File: src/pdgs_pkg.sv
// ----------------------------------------------------------------------------
// pdgs_pkg
// Shared types, constants and lookup tables of the power domain gating
// sequencer.
// ----------------------------------------------------------------------------
package pdgs_pkg;

    // Geometry
    localparam int NUM_DOMAINS_DEF = 5;
    localparam int HW_MASK_W       = 5;
    localparam int DOM_W           = 3;
    localparam int STATUS_W        = 16;
    localparam int DELAY_W         = 9;
    localparam int IVAL_W          = 6;
    localparam int POLL_W          = 14;
    localparam int CTRL_W          = 5;
    localparam int CFG_IDX_W       = 3;
    localparam int CFG_DATA_W      = 14;
    localparam int OP_W            = 2;
    localparam int CHAIN_STEPS     = 4;

    // Item kinds carried in s_tuser
    localparam logic [OP_W-1:0] OP_TICK = 2'd0;
    localparam logic [OP_W-1:0] OP_ON   = 2'd1;
    localparam logic [OP_W-1:0] OP_OFF  = 2'd2;

    // Configuration register indexes
    localparam logic [CFG_IDX_W-1:0] REG_HW_MASK     = 3'd0;
    localparam logic [CFG_IDX_W-1:0] REG_SLEEP_DLY   = 3'd1;
    localparam logic [CFG_IDX_W-1:0] REG_ISO_DLY     = 3'd2;
    localparam logic [CFG_IDX_W-1:0] REG_HW_ON_DLY   = 3'd3;
    localparam logic [CFG_IDX_W-1:0] REG_HW_OFF_DLY  = 3'd4;
    localparam logic [CFG_IDX_W-1:0] REG_POLL_ON_IV  = 3'd5;
    localparam logic [CFG_IDX_W-1:0] REG_POLL_OFF_IV = 3'd6;
    localparam logic [CFG_IDX_W-1:0] REG_POLL_LIMIT  = 3'd7;

    // Configuration reset values
    localparam logic [HW_MASK_W-1:0] HW_MASK_RST     = 5'd24;
    localparam logic [DELAY_W-1:0]   SLEEP_DLY_RST   = 9'd25;
    localparam logic [DELAY_W-1:0]   ISO_DLY_RST     = 9'd15;
    localparam logic [DELAY_W-1:0]   HW_ON_DLY_RST   = 9'd310;
    localparam logic [DELAY_W-1:0]   HW_OFF_DLY_RST  = 9'd30;
    localparam logic [IVAL_W-1:0]    POLL_ON_IV_RST  = 6'd6;
    localparam logic [IVAL_W-1:0]    POLL_OFF_IV_RST = 6'd5;
    localparam logic [POLL_W-1:0]    POLL_LIMIT_RST  = 14'd10000;

    // Control bits of a domain
    localparam logic [CTRL_W-1:0] CB_AUTOON = 5'b00001;
    localparam logic [CTRL_W-1:0] CB_ISO    = 5'b00010;
    localparam logic [CTRL_W-1:0] CB_SLEEP1 = 5'b00100;
    localparam logic [CTRL_W-1:0] CB_SLEEP2 = 5'b01000;
    localparam logic [CTRL_W-1:0] CB_HWMODE = 5'b10000;

    typedef enum logic [8:0] {
        PH_IDLE      = 9'b000000001,
        PH_ON_SLEEP1 = 9'b000000010,
        PH_ON_SLEEP2 = 9'b000000100,
        PH_ON_ISO    = 9'b000001000,
        PH_OFF_ISO   = 9'b000010000,
        PH_OFF_SLEEP = 9'b000100000,
        PH_HW_WAIT   = 9'b001000000,
        PH_POLL_SW   = 9'b010000000,
        PH_POLL_HW   = 9'b100000000
    } phase_t;

    // Status bit watched for a software-managed domain
    function automatic logic [3:0] sw_stat_bit(input logic [DOM_W-1:0] d);
        logic [3:0] b;
        case (d)
            3'd0:    b = 4'd1;
            3'd2:    b = 4'd3;
            3'd3:    b = 4'd4;
            3'd4:    b = 4'd5;
            default: b = 4'd0;
        endcase
        return b;
    endfunction

    // Status bit watched for a hardware-managed domain
    function automatic logic [3:0] hw_stat_bit(input logic [DOM_W-1:0] d);
        logic [3:0] b;
        case (d)
            3'd0:    b = 4'd9;
            3'd3:    b = 4'd12;
            3'd4:    b = 4'd15;
            default: b = 4'd0;
        endcase
        return b;
    endfunction

    // Only the first five domains can be hardware-managed
    function automatic logic is_hw(input logic [DOM_W-1:0] d,
                                   input logic [HW_MASK_W-1:0] mask);
        logic [7:0] ext;
        ext = {3'b000, mask};
        return ext[d];
    endfunction

endpackage

File: src/power_domain_gating_sequencer_core.sv
// ----------------------------------------------------------------------------
// power_domain_gating_sequencer_core
// Sequences power gating of up to NUM_DOMAINS domains from a stream of
// microsecond ticks and power-on / power-off requests.
// ----------------------------------------------------------------------------
// Usage:
//   s_* stream: one transfer per item. s_tuser carries the kind (tick,
//   power-on, power-off); s_tdata carries the domain and the sampled power
//   status word. m_* stream: one result transfer per input transfer, in order,
//   reporting the active domain, its control bits and the busy / done /
//   timeout / reject flags.
//   cfg_* channel: register writes by index, always ready; write only while
//   no sequence is running and no item is in flight.
// Timing:
//   An item is registered at the input, processed by the sequencer logic and
//   lands in the result register. One item per cycle sustained while m_tready
//   stays high; the sequencer state register is updated once per item.
// Stall:
//   If m_tready is low the result register holds; the input register still
//   takes one more item, then s_tready drops until the result drains.
// Reset:
//   aresetn (synchronous, active low) empties both stages, returns the
//   sequencer to idle, clears all domain control bits and loads the
//   register defaults.
// ----------------------------------------------------------------------------
module power_domain_gating_sequencer_core #(
    parameter int NUM_DOMAINS = pdgs_pkg::NUM_DOMAINS_DEF
) (
    input  logic        aclk,
    input  logic        aresetn,
    // input stream
    input  logic        s_tvalid,
    output logic        s_tready,
    input  logic [23:0] s_tdata,   // [2:0] domain, [18:3] status_word, rest zero
    input  logic [1:0]  s_tuser,   // [1:0] op
    // result stream
    output logic        m_tvalid,
    input  logic        m_tready,
    output logic [15:0] m_tdata,   // [2:0] active_domain, [7:3] ctrl_value,
                                   // [8] busy_res, [9] done_res,
                                   // [10] timed_out, [11] rejected, rest zero
    // configuration write channel
    input  logic        cfg_valid,
    output logic        cfg_ready,
    input  logic [2:0]  cfg_index,
    input  logic [13:0] cfg_data
);

    localparam int IDX_W = (NUM_DOMAINS > 1) ? $clog2(NUM_DOMAINS) : 1;

    // ------------------------------------------------------------------
    // Configuration registers
    // ------------------------------------------------------------------
    logic [pdgs_pkg::HW_MASK_W-1:0] hw_mask_reg;
    logic [pdgs_pkg::DELAY_W-1:0]   sleep_dly_reg;
    logic [pdgs_pkg::DELAY_W-1:0]   iso_dly_reg;
    logic [pdgs_pkg::DELAY_W-1:0]   hw_on_dly_reg;
    logic [pdgs_pkg::DELAY_W-1:0]   hw_off_dly_reg;
    logic [pdgs_pkg::IVAL_W-1:0]    poll_on_iv_reg;
    logic [pdgs_pkg::IVAL_W-1:0]    poll_off_iv_reg;
    logic [pdgs_pkg::POLL_W-1:0]    poll_limit_reg;

    assign cfg_ready = 1'b1;

    always_ff @(posedge aclk) begin
        if (!aresetn) begin
            hw_mask_reg     <= pdgs_pkg::HW_MASK_RST;
            sleep_dly_reg   <= pdgs_pkg::SLEEP_DLY_RST;
            iso_dly_reg     <= pdgs_pkg::ISO_DLY_RST;
            hw_on_dly_reg   <= pdgs_pkg::HW_ON_DLY_RST;
            hw_off_dly_reg  <= pdgs_pkg::HW_OFF_DLY_RST;
            poll_on_iv_reg  <= pdgs_pkg::POLL_ON_IV_RST;
            poll_off_iv_reg <= pdgs_pkg::POLL_OFF_IV_RST;
            poll_limit_reg  <= pdgs_pkg::POLL_LIMIT_RST;
        end else if (cfg_valid && cfg_ready) begin
            case (cfg_index)
                pdgs_pkg::REG_HW_MASK:     hw_mask_reg     <= cfg_data[4:0];
                pdgs_pkg::REG_SLEEP_DLY:   sleep_dly_reg   <= cfg_data[8:0];
                pdgs_pkg::REG_ISO_DLY:     iso_dly_reg     <= cfg_data[8:0];
                pdgs_pkg::REG_HW_ON_DLY:   hw_on_dly_reg   <= cfg_data[8:0];
                pdgs_pkg::REG_HW_OFF_DLY:  hw_off_dly_reg  <= cfg_data[8:0];
                pdgs_pkg::REG_POLL_ON_IV:  poll_on_iv_reg  <= cfg_data[5:0];
                pdgs_pkg::REG_POLL_OFF_IV: poll_off_iv_reg <= cfg_data[5:0];
                pdgs_pkg::REG_POLL_LIMIT:  poll_limit_reg  <= cfg_data;
                default: ;
            endcase
        end
    end

    // ------------------------------------------------------------------
    // Input register
    // ------------------------------------------------------------------
    logic                            in_valid_reg;
    logic [pdgs_pkg::OP_W-1:0]       in_op_reg;
    logic [pdgs_pkg::DOM_W-1:0]      in_dom_reg;
    logic [pdgs_pkg::STATUS_W-1:0]   in_stat_reg;
    logic                            out_valid_reg;
    logic                            advance;

    // an item moves into the result register when that slot is free or drains
    assign advance  = in_valid_reg && (!out_valid_reg || m_tready);
    assign s_tready = !in_valid_reg || advance;

    always_ff @(posedge aclk) begin
        if (!aresetn) begin
            in_valid_reg <= 1'b0;
        end else if (s_tready) begin
            in_valid_reg <= s_tvalid;
        end
    end

    always_ff @(posedge aclk) begin
        if (s_tvalid && s_tready) begin
            in_op_reg   <= s_tuser;
            in_dom_reg  <= s_tdata[2:0];
            in_stat_reg <= s_tdata[18:3];
        end
    end

    // ------------------------------------------------------------------
    // Sequencer state
    // ------------------------------------------------------------------
    pdgs_pkg::phase_t              phase_reg, phase_next;
    logic [pdgs_pkg::DELAY_W-1:0]  delay_reg, delay_next;
    logic [pdgs_pkg::POLL_W-1:0]   poll_reg, poll_next;
    logic [pdgs_pkg::DOM_W-1:0]    cur_reg, cur_next;
    logic                          pon_reg, pon_next;
    logic [pdgs_pkg::CTRL_W-1:0]   ctrl_reg [NUM_DOMAINS];
    logic [pdgs_pkg::CTRL_W-1:0]   ctrl_next;
    logic                          ctrl_we;

    logic       is_req, dom_ok, take, tick_busy;
    logic       done_r, tmo_r, rej_r;
    logic [3:0] sbit;
    logic       on_bit;
    logic [pdgs_pkg::IVAL_W-1:0] iv;

    assign is_req    = (in_op_reg == pdgs_pkg::OP_ON) || (in_op_reg == pdgs_pkg::OP_OFF);
    assign dom_ok    = ({2'b00, in_dom_reg} < 5'(NUM_DOMAINS));
    assign take      = is_req && (phase_reg == pdgs_pkg::PH_IDLE) && dom_ok;
    assign tick_busy = (in_op_reg == pdgs_pkg::OP_TICK) && (phase_reg != pdgs_pkg::PH_IDLE);
    assign ctrl_we   = advance && (take || tick_busy);

    always_comb begin
        phase_next = phase_reg;
        delay_next = delay_reg;
        poll_next  = poll_reg;
        cur_next   = cur_reg;
        pon_next   = pon_reg;
        done_r     = 1'b0;
        tmo_r      = 1'b0;
        rej_r      = 1'b0;
        sbit       = 4'd0;
        on_bit     = 1'b0;
        iv         = '0;
        ctrl_next  = take ? ctrl_reg[IDX_W'(in_dom_reg)] : ctrl_reg[IDX_W'(cur_reg)];

        if (tick_busy) begin
            if (delay_next != '0) begin
                delay_next = delay_next - 9'd1;
            end
        end else if (is_req && (phase_reg != pdgs_pkg::PH_IDLE)) begin
            rej_r = 1'b1;
        end else if (take) begin
            cur_next  = in_dom_reg;
            poll_next = '0;
            pon_next  = (in_op_reg == pdgs_pkg::OP_ON);
            if (in_op_reg == pdgs_pkg::OP_ON) begin
                if (in_stat_reg[pdgs_pkg::sw_stat_bit(in_dom_reg)]) begin
                    // already powered: finish right away
                    done_r = 1'b1;
                end else if (pdgs_pkg::is_hw(in_dom_reg, hw_mask_reg)) begin
                    ctrl_next  = ctrl_next | pdgs_pkg::CB_AUTOON | pdgs_pkg::CB_HWMODE;
                    delay_next = hw_on_dly_reg;
                    phase_next = pdgs_pkg::PH_HW_WAIT;
                end else begin
                    ctrl_next  = ctrl_next | pdgs_pkg::CB_SLEEP1;
                    delay_next = sleep_dly_reg;
                    phase_next = pdgs_pkg::PH_ON_SLEEP1;
                end
            end else if (pdgs_pkg::is_hw(in_dom_reg, hw_mask_reg)) begin
                ctrl_next  = ctrl_next & ~(pdgs_pkg::CB_AUTOON | pdgs_pkg::CB_HWMODE);
                delay_next = hw_off_dly_reg;
                phase_next = pdgs_pkg::PH_HW_WAIT;
            end else begin
                ctrl_next  = ctrl_next & ~pdgs_pkg::CB_ISO;
                delay_next = iso_dly_reg;
                phase_next = pdgs_pkg::PH_OFF_ISO;
            end
        end

        // Zero delays chain steps within one item. At most three steps
        // follow a request; a poll always leaves a nonzero delay or idle.
        if (take || tick_busy) begin
            for (int k = 0; k < pdgs_pkg::CHAIN_STEPS; k++) begin
                if ((phase_next != pdgs_pkg::PH_IDLE) && (delay_next == '0)) begin
                    case (phase_next)
                        pdgs_pkg::PH_ON_SLEEP1: begin
                            ctrl_next  = ctrl_next | pdgs_pkg::CB_SLEEP1 | pdgs_pkg::CB_SLEEP2;
                            delay_next = sleep_dly_reg;
                            phase_next = pdgs_pkg::PH_ON_SLEEP2;
                        end
                        pdgs_pkg::PH_ON_SLEEP2: begin
                            ctrl_next  = ctrl_next | pdgs_pkg::CB_ISO;
                            delay_next = iso_dly_reg;
                            phase_next = pdgs_pkg::PH_ON_ISO;
                        end
                        pdgs_pkg::PH_OFF_ISO: begin
                            ctrl_next  = ctrl_next & ~(pdgs_pkg::CB_SLEEP1 | pdgs_pkg::CB_SLEEP2);
                            delay_next = iso_dly_reg;
                            phase_next = pdgs_pkg::PH_OFF_SLEEP;
                        end
                        pdgs_pkg::PH_ON_ISO, pdgs_pkg::PH_OFF_SLEEP,
                        pdgs_pkg::PH_HW_WAIT, pdgs_pkg::PH_POLL_SW,
                        pdgs_pkg::PH_POLL_HW: begin
                            if (phase_next == pdgs_pkg::PH_HW_WAIT) begin
                                phase_next = pdgs_pkg::PH_POLL_HW;
                            end else if (phase_next != pdgs_pkg::PH_POLL_HW) begin
                                phase_next = pdgs_pkg::PH_POLL_SW;
                            end
                            sbit   = (phase_next == pdgs_pkg::PH_POLL_HW) ?
                                     pdgs_pkg::hw_stat_bit(cur_next) :
                                     pdgs_pkg::sw_stat_bit(cur_next);
                            on_bit = in_stat_reg[sbit];
                            if (pon_next ? on_bit : !on_bit) begin
                                phase_next = pdgs_pkg::PH_IDLE;
                                done_r     = 1'b1;
                            end else if (poll_next >= poll_limit_reg) begin
                                phase_next = pdgs_pkg::PH_IDLE;
                                tmo_r      = 1'b1;
                            end else begin
                                poll_next  = poll_next + 14'd1;
                                iv         = pon_next ? poll_on_iv_reg : poll_off_iv_reg;
                                // an interval of zero behaves as one
                                delay_next = (iv == '0) ? 9'd1 : {3'b000, iv};
                            end
                        end
                        default: phase_next = pdgs_pkg::PH_IDLE;
                    endcase
                end
            end
        end
    end

    always_ff @(posedge aclk) begin
        if (!aresetn) begin
            phase_reg <= pdgs_pkg::PH_IDLE;
            delay_reg <= '0;
            poll_reg  <= '0;
            cur_reg   <= '0;
            pon_reg   <= 1'b0;
        end else if (advance) begin
            phase_reg <= phase_next;
            delay_reg <= delay_next;
            poll_reg  <= poll_next;
            cur_reg   <= cur_next;
            pon_reg   <= pon_next;
        end
    end

    always_ff @(posedge aclk) begin
        if (!aresetn) begin
            for (int d = 0; d < NUM_DOMAINS; d++) begin
                ctrl_reg[d] <= '0;
            end
        end else if (ctrl_we) begin
            ctrl_reg[IDX_W'(cur_next)] <= ctrl_next;
        end
    end

    // ------------------------------------------------------------------
    // Result register
    // ------------------------------------------------------------------
    logic [pdgs_pkg::DOM_W-1:0]  out_dom_reg;
    logic [pdgs_pkg::CTRL_W-1:0] out_ctrl_reg;
    logic                        out_busy_reg, out_done_reg, out_tmo_reg, out_rej_reg;

    always_ff @(posedge aclk) begin
        if (!aresetn) begin
            out_valid_reg <= 1'b0;
        end else if (advance) begin
            out_valid_reg <= 1'b1;
        end else if (m_tready) begin
            out_valid_reg <= 1'b0;
        end
    end

    always_ff @(posedge aclk) begin
        if (advance) begin
            out_dom_reg  <= cur_next;
            out_ctrl_reg <= ctrl_next;
            out_busy_reg <= (phase_next != pdgs_pkg::PH_IDLE);
            out_done_reg <= done_r;
            out_tmo_reg  <= tmo_r;
            out_rej_reg  <= rej_r;
        end
    end

    assign m_tvalid = out_valid_reg;
    assign m_tdata  = {4'b0000, out_rej_reg, out_tmo_reg, out_done_reg, out_busy_reg,
                       out_ctrl_reg, out_dom_reg};

    // ------------------------------------------------------------------
    // Assertions
    // ------------------------------------------------------------------
    // a running sequence always waits on a nonzero delay
    a_busy_delay: assert property (@(posedge aclk) disable iff (!aresetn)
        (phase_reg != pdgs_pkg::PH_IDLE) |-> (delay_reg != '0))
        else $error("sequencer parked on zero delay");

    a_cur_range: assert property (@(posedge aclk) disable iff (!aresetn)
        ({2'b00, cur_reg} < 5'(NUM_DOMAINS)))
        else $error("current domain out of range");

    a_reject_busy: assert property (@(posedge aclk) disable iff (!aresetn)
        (out_valid_reg && out_rej_reg) |-> (out_busy_reg && !out_done_reg && !out_tmo_reg))
        else $error("reject reported without running sequence");

    a_end_idle: assert property (@(posedge aclk) disable iff (!aresetn)
        (out_valid_reg && (out_done_reg || out_tmo_reg)) |-> !out_busy_reg)
        else $error("sequence end reported while busy");

    a_one_end: assert property (@(posedge aclk) disable iff (!aresetn)
        out_valid_reg |-> !(out_done_reg && out_tmo_reg))
        else $error("done and timeout on one item");

    a_poll_bound: assert property (@(posedge aclk) disable iff (!aresetn)
        advance && tmo_r |=> (phase_reg == pdgs_pkg::PH_IDLE))
        else $error("timeout did not end the sequence");

endmodule
File: config.mk
export PLATFORM = sky130hd
export DESIGN_NAME = power_domain_gating_sequencer_core
export DESIGN_NICKNAME = d
export VERILOG_FILES = /design/src/pdgs_pkg.sv /design/src/power_domain_gating_sequencer_core.sv
export SDC_FILE = /design/constraint.sdc
export NUM_CORES = 1
export LEC_CHECK = 0
export CAP_MARGIN = 20
export CORE_ASPECT_RATIO = 1.75
export CORE_UTILIZATION = 50
export DETAILED_ROUTE_END_ITERATION = 8
export DONT_BUFFER_PORTS = 1
export HOLD_SLACK_MARGIN = 0.08
export SLEW_MARGIN = 15
export SYNTH_ARGS = -nofsm -noshare
export SYNTH_HDL_FRONTEND = slang
export SYNTH_SLANG_ARGS = --single-unit
File: constraint.sdc
create_clock -name aclk -period 26.8 [get_ports aclk]
set_clock_uncertainty 0.15 [all_clocks]
set_input_delay 4.02 -clock aclk [delete_from_list [all_inputs] [get_ports aclk]]
set_output_delay 4.02 -clock aclk [all_outputs]
set_load 0.005 [all_outputs]
==> results of run 1 <==
## layout make-up
| class | instances | area [µm²] |
|---|---|---|
| Inverter | 72 | 270 |
| Multi-Input combinational cell | 1132 | 7530 |
| Tap cell | 308 | 385 |
| Fill cell | 2340 | 11000 |
| Clock buffer | 20 | 458 |
| Sequential cell | 177 | 4200 |
| Antenna cell | 1 | 2.50 |
| Timing Repair Buffer | 13 | 97.6 |
| Clock inverter | 12 | 133 |
## power breakdown
group,total (µW),leakage [µW],switching (µW),internal [µW]
clock,259,0.000293,122,137
sequential,303,0.00155,12.5,290
combinational,162,0.00330,106,55.8
total,723,0.00514,240,483
## logic make-up after synthesis
kind of cell,after synthesis
AOI/OAI and AO/OA,346
xor gates and xnor gates,33
adders and majority gates,48
buffers and inverters,155
DFF,177
muxes,87
other,2
and+or+nand+nor,613
## placed cells by master (no fill, tap or decap), types with 12 or more instances in the layout
cell type and instances:
a21oi_1 102, nor4_1 16, edfxtp_1 66, a211oi_1 21, nand4_1 26, nand2b_1 13, a22oi_1 12, nand2_1 215
mux2_2 17, xnor2_1 26, dfxtp_1 111, and2_1 14, clkbuf_16 18, nor3_1 35, o211ai_1 17, and3_1 21
o21ai_0 52, buf_4 13, nor2_1 135, nand3_1 52, mux4_2 20, mux2i_1 47, ha_1 48, or2_2 14
a21o_1 16, inv_1 68
## final timing paths
| path | endpoint | cells past startpoint | slack, ns | startpoint |
|---|---|---|---|---|
| worst max register to register | poll_reg[10] | 49 | 13.67 | in_dom_reg[1] |
| worst min register to register | poll_limit_reg[11] | 2 | 0.31 | poll_limit_reg[11] |
| worst max-delay path | poll_reg[10] | 49 | 13.67 | in_dom_reg[1] |
| worst min-delay path | poll_limit_reg[11] | 2 | 0.31 | poll_limit_reg[11] |
## routing by layer
metal  GRT usage, %  wire length (µm)  part of all wire [%]  vias to the layer above
met5              0                 0                     0                        -
met1           32.8             14600                    34                     5335
met3           5.38              1600                   3.7                      159
met4           28.1              3570                   8.4                        0
met2           64.1             23100                    54                      407
li1               -                 -                     -                     5254
## worst max-delay path, delay by kind of cell, from the launching register on
kind	cells	cell delay (ns)
compound gates	20	4.00
flops	1	0.65
fa+ha+maj	3	0.98
xor+xnor	1	0.89
buf+inv	5	1.19
simple gates	19	4.71
mux	1	0.45
## per-stage QoR
stage	total power, µW	hold WS, ns	utilization [%]	std cells	area [µm²]
finish	723	0.307	54.3	1735	13100
global placement	465	0.294	51.8	1701	12500
global route	748	0.327	54.2	1734	13100
CTS	722	0.308	54.2	1734	13100
floorplan	424	0.282	-	1464	12400
detailed placement	467	0.297	51.8	1702	12500
==> out/metrics.yaml, run 1 <==
start_kind: "flop"
cts_buffer_depth: 2
cts_made_buffers: 17
row_count: 75
cts_tree: "done"
crit_required_ns: 27.05
cts-htree-levels: 4
dieWidth_um: 121
muxShareOfSynthArea_pct: 9.29
clk-insertion-delay-late_ns: 0.47
synth.most_common_cell: "nand2_1"
setup_viol: 0
syn_area_um2: 12400
worst_ep_arrival_time_ns: 13.39
hold_class: "flop to flop"
synth_compound_area_share_pct: 19.2
synth-main-ff-cell: "dfxtp_1"
slew_violations: 0
core_area_um2: 24100
slowest_delay_ns: 0.89
synth_fa_ha_area_share_pct: 4.85
synthSimpleGateAreaFrac_pct: 24.8
setup_tns_ns: 0
synth_xor_area_share_pct: 2.39
critPathKind: "flop to flop"
async_flop_share_pct: 0
gr-total-overflow: 0
fmax_mhz: 76.1
viasPerCell: 6.43
initial_core_util_pct: 51.4
post-cts-setup-buffers: 0
cts_sinks: 177
endpoint_kind: "flop"
rsz0062_at_grt: "no"
gp_congestion: 0.981
grt_pass1_vias: 10900
cap_violations: 0
cts_root_buf: "clkbuf_16"
crit_fanout: 20
worst_slack_ns: 13.67
routed_wl_um: 42800
ys_ff_latch: 177
power.density_nw_per_um2: 55.3
io_buffers: 0
postRouteAntennaNets: 0
synth-edff-count: 66
cts_resized: 0
area_growth_pct: 5.59
drive_gt1_share_pct: 10.2
clk_pin_slew_worst_paths_ns: 0.07
grt_pass1_wl_um: 64000
die_h_um: 210
yosys.area.top_type: "dfxtp_1"
grt_usage_pct: 34.5
place_ws_ns: 13.94
power.leakage_uw: 0.00514
ctsHoldBuffers: 0
synth_area_leaders: "dfxtp_1, edfxtp_1, nand2_1"
pin_count: 67
vdd_drop_max_mv: 0.0541
synth_top_family_by_area: "simple AND/OR/NAND/NOR gates"
synthTopCellsByCount: "nand2_1, nor2_1, dfxtp_1"
critPathSlowestCell: "xnor2_1"
outcome: "complete, no violations"
period_minus_slack_ns: 13.13
relSlewSlack_pct: 23.5
dieArea_um2: 25400
drt-wirelength-per-cell_um: 24.7
avgSynthCellArea_um2: 8.48
vias: 11200
place_hpwl_um: 33600
drc: 0
drt_iter0_drc: 806
fin_nets: 1509
drt_first_pass_iters: 8
grt_max_degree: 51
ys_warn_count: 0
period_share_pct: 49.0
worst-slew-pin-transition_ns: 1.14
ys_seq_area_share_pct: 33.9
largest_register_ffs: 40
synthCells: 1461
hold_viol: 0
grt_antenna_before_repair: 0
yosysTopAreaCellShare_pct: 17.9
synth_cell_types: 101
No activity file was read; power rests on OpenSTA's default activity.
==> run 2: changes to the inputs <==
- ABC_AREA: not set -> 1
- clock period: 26.8 -> 13.3 ns (I/O delays scaled with it)
==> out/metrics.yaml, run 2 <==
dieWidth_um: 123  # was 121 µm
diodes: 0  # was 1
vias: 12500  # was 11.2k
syn_area_um2: 12800  # was 12,400 µm²
worst-slew-pin-transition_ns: 1.04  # was 1.14 ns
cap_violations: 0  # unchanged
cts_sinks: 180  # was 177
setup_viol: 0  # unchanged
power.leakage_uw: 0.00616  # was 0.00514 µW
period_share_pct: 84.2  # was 49.0%
outcome: "complete, no violations"  # unchanged
r2r_slack_ns: 2.10  # was 13.67 ns
clk-insertion-delay-late_ns: 0.47  # about the same
cts_made_buffers: 17  # unchanged
r2r_end: "out_busy_reg"  # was poll_reg[10]
r2r_start: "in_dom_reg[0]"  # was in_dom_reg[1]
cts_buffer_depth: 2  # unchanged
power.density_nw_per_um2: 123  # was 55.3 nW/µm²
hold_viol: 0  # unchanged
drive_gt1_share_pct: 8.92  # was 10.2%
slowest_delay_ns: 0.64  # was 0.89 ns
pin_count: 67  # unchanged
ctsHoldBuffers: 0  # unchanged
gp_congestion: 0.966  # was 0.981
grt_pass1_wl_um: 65900  # was 64,000 µm
cpMostUsedCell: "nand2_1"
io_buffers: 0  # unchanged
drc: 0  # unchanged
grt_pass1_vias: 11900  # was 10.9k
mostFrequentLayoutCell: "nand2_1"  # unchanged
endpoint: "out_busy_reg"  # was poll_reg[10]
fin_util_pct: 54.0  # was 54.3%
drt_first_pass_iters: 5  # was 8
synthCells: 1869  # was 1,461
mostFrequentLayoutCells: "nand2_1, inv_1, nor2_1"  # was nand2_1, nor2_1, dfxtp_1
dieArea_um2: 26200  # was 25,400 µm²
die_h_um: 214  # was 210 µm
whs_ns: 0.306  # was 0.307 ns
viasPerCell: 5.75  # was 6.43
initial_core_util_pct: 50.9  # was 51.4%
post-cts-setup-buffers: 0  # unchanged
endpoint_kind: "flop"  # unchanged
grt_max_degree: 93  # was 51
fin_nets: 1933  # was 1,509
ys_ff_latch: 180  # was 177
synth_area_leaders: "dfxtp_1, edfxtp_1, nand2_1"  # unchanged
cp-startpoint: "in_dom_reg[0]"  # was in_dom_reg[1]
ys_seq_area_share_pct: 33.6  # was 33.9%
relSlewSlack_pct: 30.2  # was 23.5%
cts-htree-levels: 4  # unchanged
place_hpwl_um: 35000  # was 33,600 µm
synthTopCellsByCount: "nand2_1, inv_1, nor2_1"  # was nand2_1, nor2_1, dfxtp_1
crit_required_ns: 13.48  # was 27.05 ns
numPlacedInstances: 2134  # was 1,702
avgSynthCellArea_um2: 6.84  # was 8.48 µm²
reg2regPathDepth: 48  # was 49
synth-main-ff-cell: "dfxtp_1"  # unchanged
cts_tree: "done"  # unchanged
synth.most_common_cell: "nand2_1"  # unchanged
postRouteAntennaNets: 0  # unchanged
synth-edff-count: 69  # was 66
rsz0062_at_grt: "no"  # unchanged
hold_class: "flop to flop"  # unchanged
grt_usage_pct: 34.6  # was 34.5%
fmax_mhz: 89.3  # was 76.1 MHz
async_flop_share_pct: 0  # unchanged
cts_root_buf: "clkbuf_16"  # unchanged
cts_resized: 0  # unchanged
critPathKind: "flop to flop"  # unchanged
p_total_uw: 1670  # was 723 µW
clk_pin_slew_worst_paths_ns: 0.08  # was 0.07 ns
period_minus_slack_ns: 11.20  # was 13.13 ns
yosys.area.top_type: "dfxtp_1"  # unchanged
drt-wirelength-per-cell_um: 20.3  # was 24.7 µm
area_growth_pct: 6.23  # was 5.59%
gr-total-overflow: 0  # unchanged
largest_register_ffs: 40  # unchanged
ys_warn_count: 0  # unchanged
critPathSlowestCell: "edfxtp_1"  # was xnor2_1
drt_iter0_drc: 858  # was 806
setup_tns_ns: 0  # unchanged
worst_ep_arrival_time_ns: 11.38  # was 13.39 ns
start_kind: "flop"  # unchanged
slew_violations: 0  # unchanged
crit_fanout: 24  # was 20
fin_cells: 2166  # was 1,735
routed_wl_um: 44100  # was 42,800 µm
core_area_um2: 25100  # was 24,100 µm²
grt_antenna_before_repair: 0  # unchanged
yosysTopAreaCellShare_pct: 17.4  # was 17.9%
row_count: 77  # was 75
synth_cell_types: 59  # was 101
vdd_drop_max_mv: 0.0900  # was 0.0541 mV
==> run 2: cell count changes after synthesis, moves of 19 or more <==
cell / before / now
inv_2: 3 / 23
nand2_2: 1 / 21
inv_1: 68 / 228
a211oi_1: 21 / 1
mux4_2: 20 / 0
o21ai_0: 52 / 177
and3_1: 21 / 2
nand3_1: 52 / 135
nand2_1: 215 / 403
xnor2_1: 26 / 3
nor2_1: 135 / 207
mux2i_1: 48 / 1
==> run 2: per-stage QoR <==
| stage | instance area [µm²] | worst slack (ns) |
|---|---|---|
| after detailed placement | 13000 | 2.37 |
| after floorplan | 12800 | 5.94 |
| after CTS | 13600 | 2.34 |
| final | 13600 | 2.10 |
| after global routing | 13600 | 1.15 |
| after global placement | 13000 | 2.38 |
==> run 2: cell type report <==
cell class                      count  area [µm²]
Fill cell                        2589       11600
Clock buffer                       17         425
Timing Repair Buffer               10        75.1
Sequential cell                   180        4290
Tap cell                          316         395
Clock inverter                     15         194
Inverter                          258         968
Multi-Input combinational cell   1370        7230
==> run 2: how the worst min path moves through the flow <==
| stage | start | end | slack [ns] | depth (start not counted) |
|---|---|---|---|---|
| finish | poll_on_iv_reg[1] | poll_on_iv_reg[1] | 0.31 | 2 |
| global route | hw_on_dly_reg[2] | hw_on_dly_reg[2] | 0.33 | 2 |
| global placement | poll_on_iv_reg[1] | poll_on_iv_reg[1] | 0.29 | 2 |
| floorplan | poll_off_iv_reg[2] | poll_off_iv_reg[2] | 0.27 | 2 |
| CTS | hw_mask_reg[2] | hw_mask_reg[2] | 0.31 | 2 |
| detailed placement | poll_on_iv_reg[1] | poll_on_iv_reg[1] | 0.29 | 2 |
==> run 2: report_power, final <==
group | internal (µW) | switching, µW
Sequential | 603 | 21.7
Clock | 285 | 252
Combinational | 137 | 373
==> run 2: logic make-up after synthesis <==
group | count (synthesis) | synth area share [%]
xor gates and xnor gates | 30 | 2.55
DFF | 180 | 33.6
other | 2 | 0.0587
AOI/OAI and AO/OA | 393 | 17.2
muxes | 1 | 0.0783
buffers and inverters | 322 | 9.95
and+or+nand+nor | 893 | 31.9
adders and majority gates | 48 | 4.70
==> run 2: routing by layer <==
layer	up-vias	share of wire [%]	track usage (%)
met3	153	3.8	4.52
met2	403	52	63.8
met5	-	0	0
met1	5785	35	33.3
met4	0	9.1	29.6
li1	6123	-	-
==> run 2: critical path, delay by kind of cell, from the launching register on <==
| family | cells | cell delay (ns) |
|---|---|---|
| AOI/OAI and AO/OA | 8 | 1.47 |
| adders and majority gates | 2 | 0.65 |
| DFF | 1 | 0.64 |
| xor gates and xnor gates | 2 | 0.75 |
| and+or+nand+nor | 29 | 5.68 |
| buffers and inverters | 7 | 1.68 |
==> run 3: changes to the inputs <==
- clock period: 13.3 -> 11.2 ns (I/O delays scaled with it)
==> out/metrics.yaml, run 3 (same netlist as run 2, synthesis figures left out) <==
outcome: "complete, no violations"  # unchanged
numPlacedInstances: 2144  # was 2,134
cts_buffer_depth: 2  # unchanged
hold_class: "flop to flop"  # unchanged
dieWidth_um: 123  # unchanged
cts_root_buf: "clkbuf_16"  # unchanged
grt_antenna_before_repair: 1  # was 0
drt_iter0_drc: 820  # was 858
fin_util_pct: 54.3  # was 54.0%
viasPerCell: 5.74  # was 5.75
power.leakage_uw: 0.00620  # was 0.00616 µW
mostFrequentLayoutCell: "nand2_1"  # unchanged
seqCellArea_um2: 4290  # unchanged
start_kind: "flop"  # unchanged
post-cts-setup-buffers: 0  # unchanged
pin_count: 67  # unchanged
fin_cells: 2177  # was 2,166
drive_gt1_share_pct: 9.41  # was 8.92%
critPathKind: "flop to flop"  # unchanged
cts_resized: 0  # unchanged
die_h_um: 214  # unchanged
worst-slew-pin-transition_ns: 1.02  # was 1.04 ns
gp_congestion: 1.01  # was 0.966
grt_pass1_wl_um: 66500  # was 65,900 µm
row_count: 77  # unchanged
cap_violations: 0  # unchanged
worst_slack_ns: 1.05  # was 2.10 ns
slowest_delay_ns: 0.65  # was 0.64 ns
place_ws_ns: 1.32  # was 2.37 ns
vias: 12500  # about the same
dieArea_um2: 26200  # unchanged
period_minus_slack_ns: 10.15  # was 11.20 ns
cpMostUsedCell: "nand2_1"  # unchanged
postRouteAntennaNets: 0  # unchanged
setup_tns_ns: 0  # unchanged
power.density_nw_per_um2: 145  # was 123 nW/µm²
crit_family: "simple AND/OR/NAND/NOR gates"  # unchanged
core_area_um2: 25100  # unchanged
crit_fanout: 36  # was 24
cp_num_buf_inv: 7  # unchanged
cts_tree: "done"  # unchanged
cts-htree-levels: 4  # unchanged
fin_nets: 1943  # was 1,933
cts_sinks: 180  # unchanged
drt-wirelength-per-cell_um: 20.3  # about the same
drt_first_pass_iters: 6  # was 5
routed_wl_um: 44200  # was 44,100 µm
grt_pass1_vias: 12000  # was 11.9k
rsz0062_at_grt: "no"  # unchanged
grt_max_degree: 93  # unchanged
vdd_drop_max_mv: 0.113  # was 0.0900 mV
initial_core_util_pct: 50.9  # unchanged
clk_pin_slew_worst_paths_ns: 0.08  # about the same
crit_required_ns: 11.23  # was 13.48 ns
worst_ep_arrival_time_ns: 10.18  # was 11.38 ns
fmax_mhz: 98.5  # was 89.3 MHz
critPathSlowestCell: "edfxtp_1"  # unchanged
endpoint_kind: "flop"  # unchanged
io_buffers: 0  # unchanged
period_share_pct: 90.6  # was 84.2%
place_hpwl_um: 35000  # about the same
cts_made_buffers: 17  # unchanged
relSlewSlack_pct: 32.0  # was 30.2%
grt_usage_pct: 34.9  # was 34.6%
multi_input_area_um2: 7230  # unchanged
mostFrequentLayoutCells: "nand2_1, inv_1, nor2_1"  # unchanged
area_growth_pct: 6.73  # was 6.23%
drc: 0  # unchanged
setup_viol: 0  # unchanged
hold_viol: 0  # unchanged
slew_violations: 0  # unchanged
clk-insertion-delay-late_ns: 0.46  # was 0.47 ns
largest_register_ffs: 40  # unchanged
gr-total-overflow: 0  # unchanged
ctsHoldBuffers: 0  # unchanged
fill_cells: 2562  # was 2,589
==> run 3: cell types whose count changed in the layout (fill, tap and decap cells not counted), sizes merged <==
cell | previous run | this run
buf | 10 | 20
bufinv | 2 | 1
clkinv | 13 | 12
clkinvlp | 3 | 2
diode | 0 | 1
inv | 255 | 258
==> run 3: worst paths after layout <==
path | startpoint | end | slack [ns] | cells past startpoint
worst max-delay path | in_dom_reg[0] | out_busy_reg | 1.05 | 53
worst min-delay path | poll_on_iv_reg[2] | poll_on_iv_reg[2] | 0.31 | 2
worst max register to register | in_dom_reg[0] | out_busy_reg | 1.05 | 53
worst min register to register | poll_on_iv_reg[2] | poll_on_iv_reg[2] | 0.31 | 2
==> run 3: per-layer routing <==
metal / GRT usage [%] / share of wire [%] / vias to the layer above
met4: 29.4 / 8.7 / 0
met1: 33.9 / 35 / 5733
met2: 64.0 / 52 / 447
li1: - / - / 6157
met5: 0 / 0 / -
met3: 4.97 / 4.3 / 152
==> run 3: worst min-delay path: stages (launching register included) <==
cell and delay (ns):
dfxtp_1 0.33, nand2_1 0.05, nand3_1 0.05
==> run 3: per-stage QoR <==
| step | instance area, µm² | power, µW | hold WS, ns |
|---|---|---|---|
| 6_report | 13600 | 1980 | 0.307 |
| 5_1_grt | 13600 | 2080 | 0.325 |
| 4_1_cts | 13600 | 1980 | 0.307 |
| 3_5_place_dp | 13000 | 1360 | 0.289 |
| 3_3_place_gp | 13000 | 1360 | 0.286 |
| 2_1_floorplan | 12800 | 1190 | 0.271 |
==> run 3: final cells by class <==
| cell class | instances | share of cell area [%] |
|---|---|---|
| Sequential cell | 180 | 31.5 |
| Timing Repair Buffer | 20 | 1.10 |
| Inverter | 258 | 7.10 |
| Antenna cell | 1 | 0.0183 |
| Clock inverter | 15 | 1.32 |
| Multi-Input combinational cell | 1370 | 53.0 |
| Clock buffer | 17 | 3.12 |
| Tap cell | 316 | 2.90 |
==> run 3: where the power goes <==
part	total (µW)	leakage, µW	switching [µW]	internal [µW]
Clock	625	0.000289	304	320
Sequential	741	0.00158	25.2	715
Combinational	617	0.00434	446	171
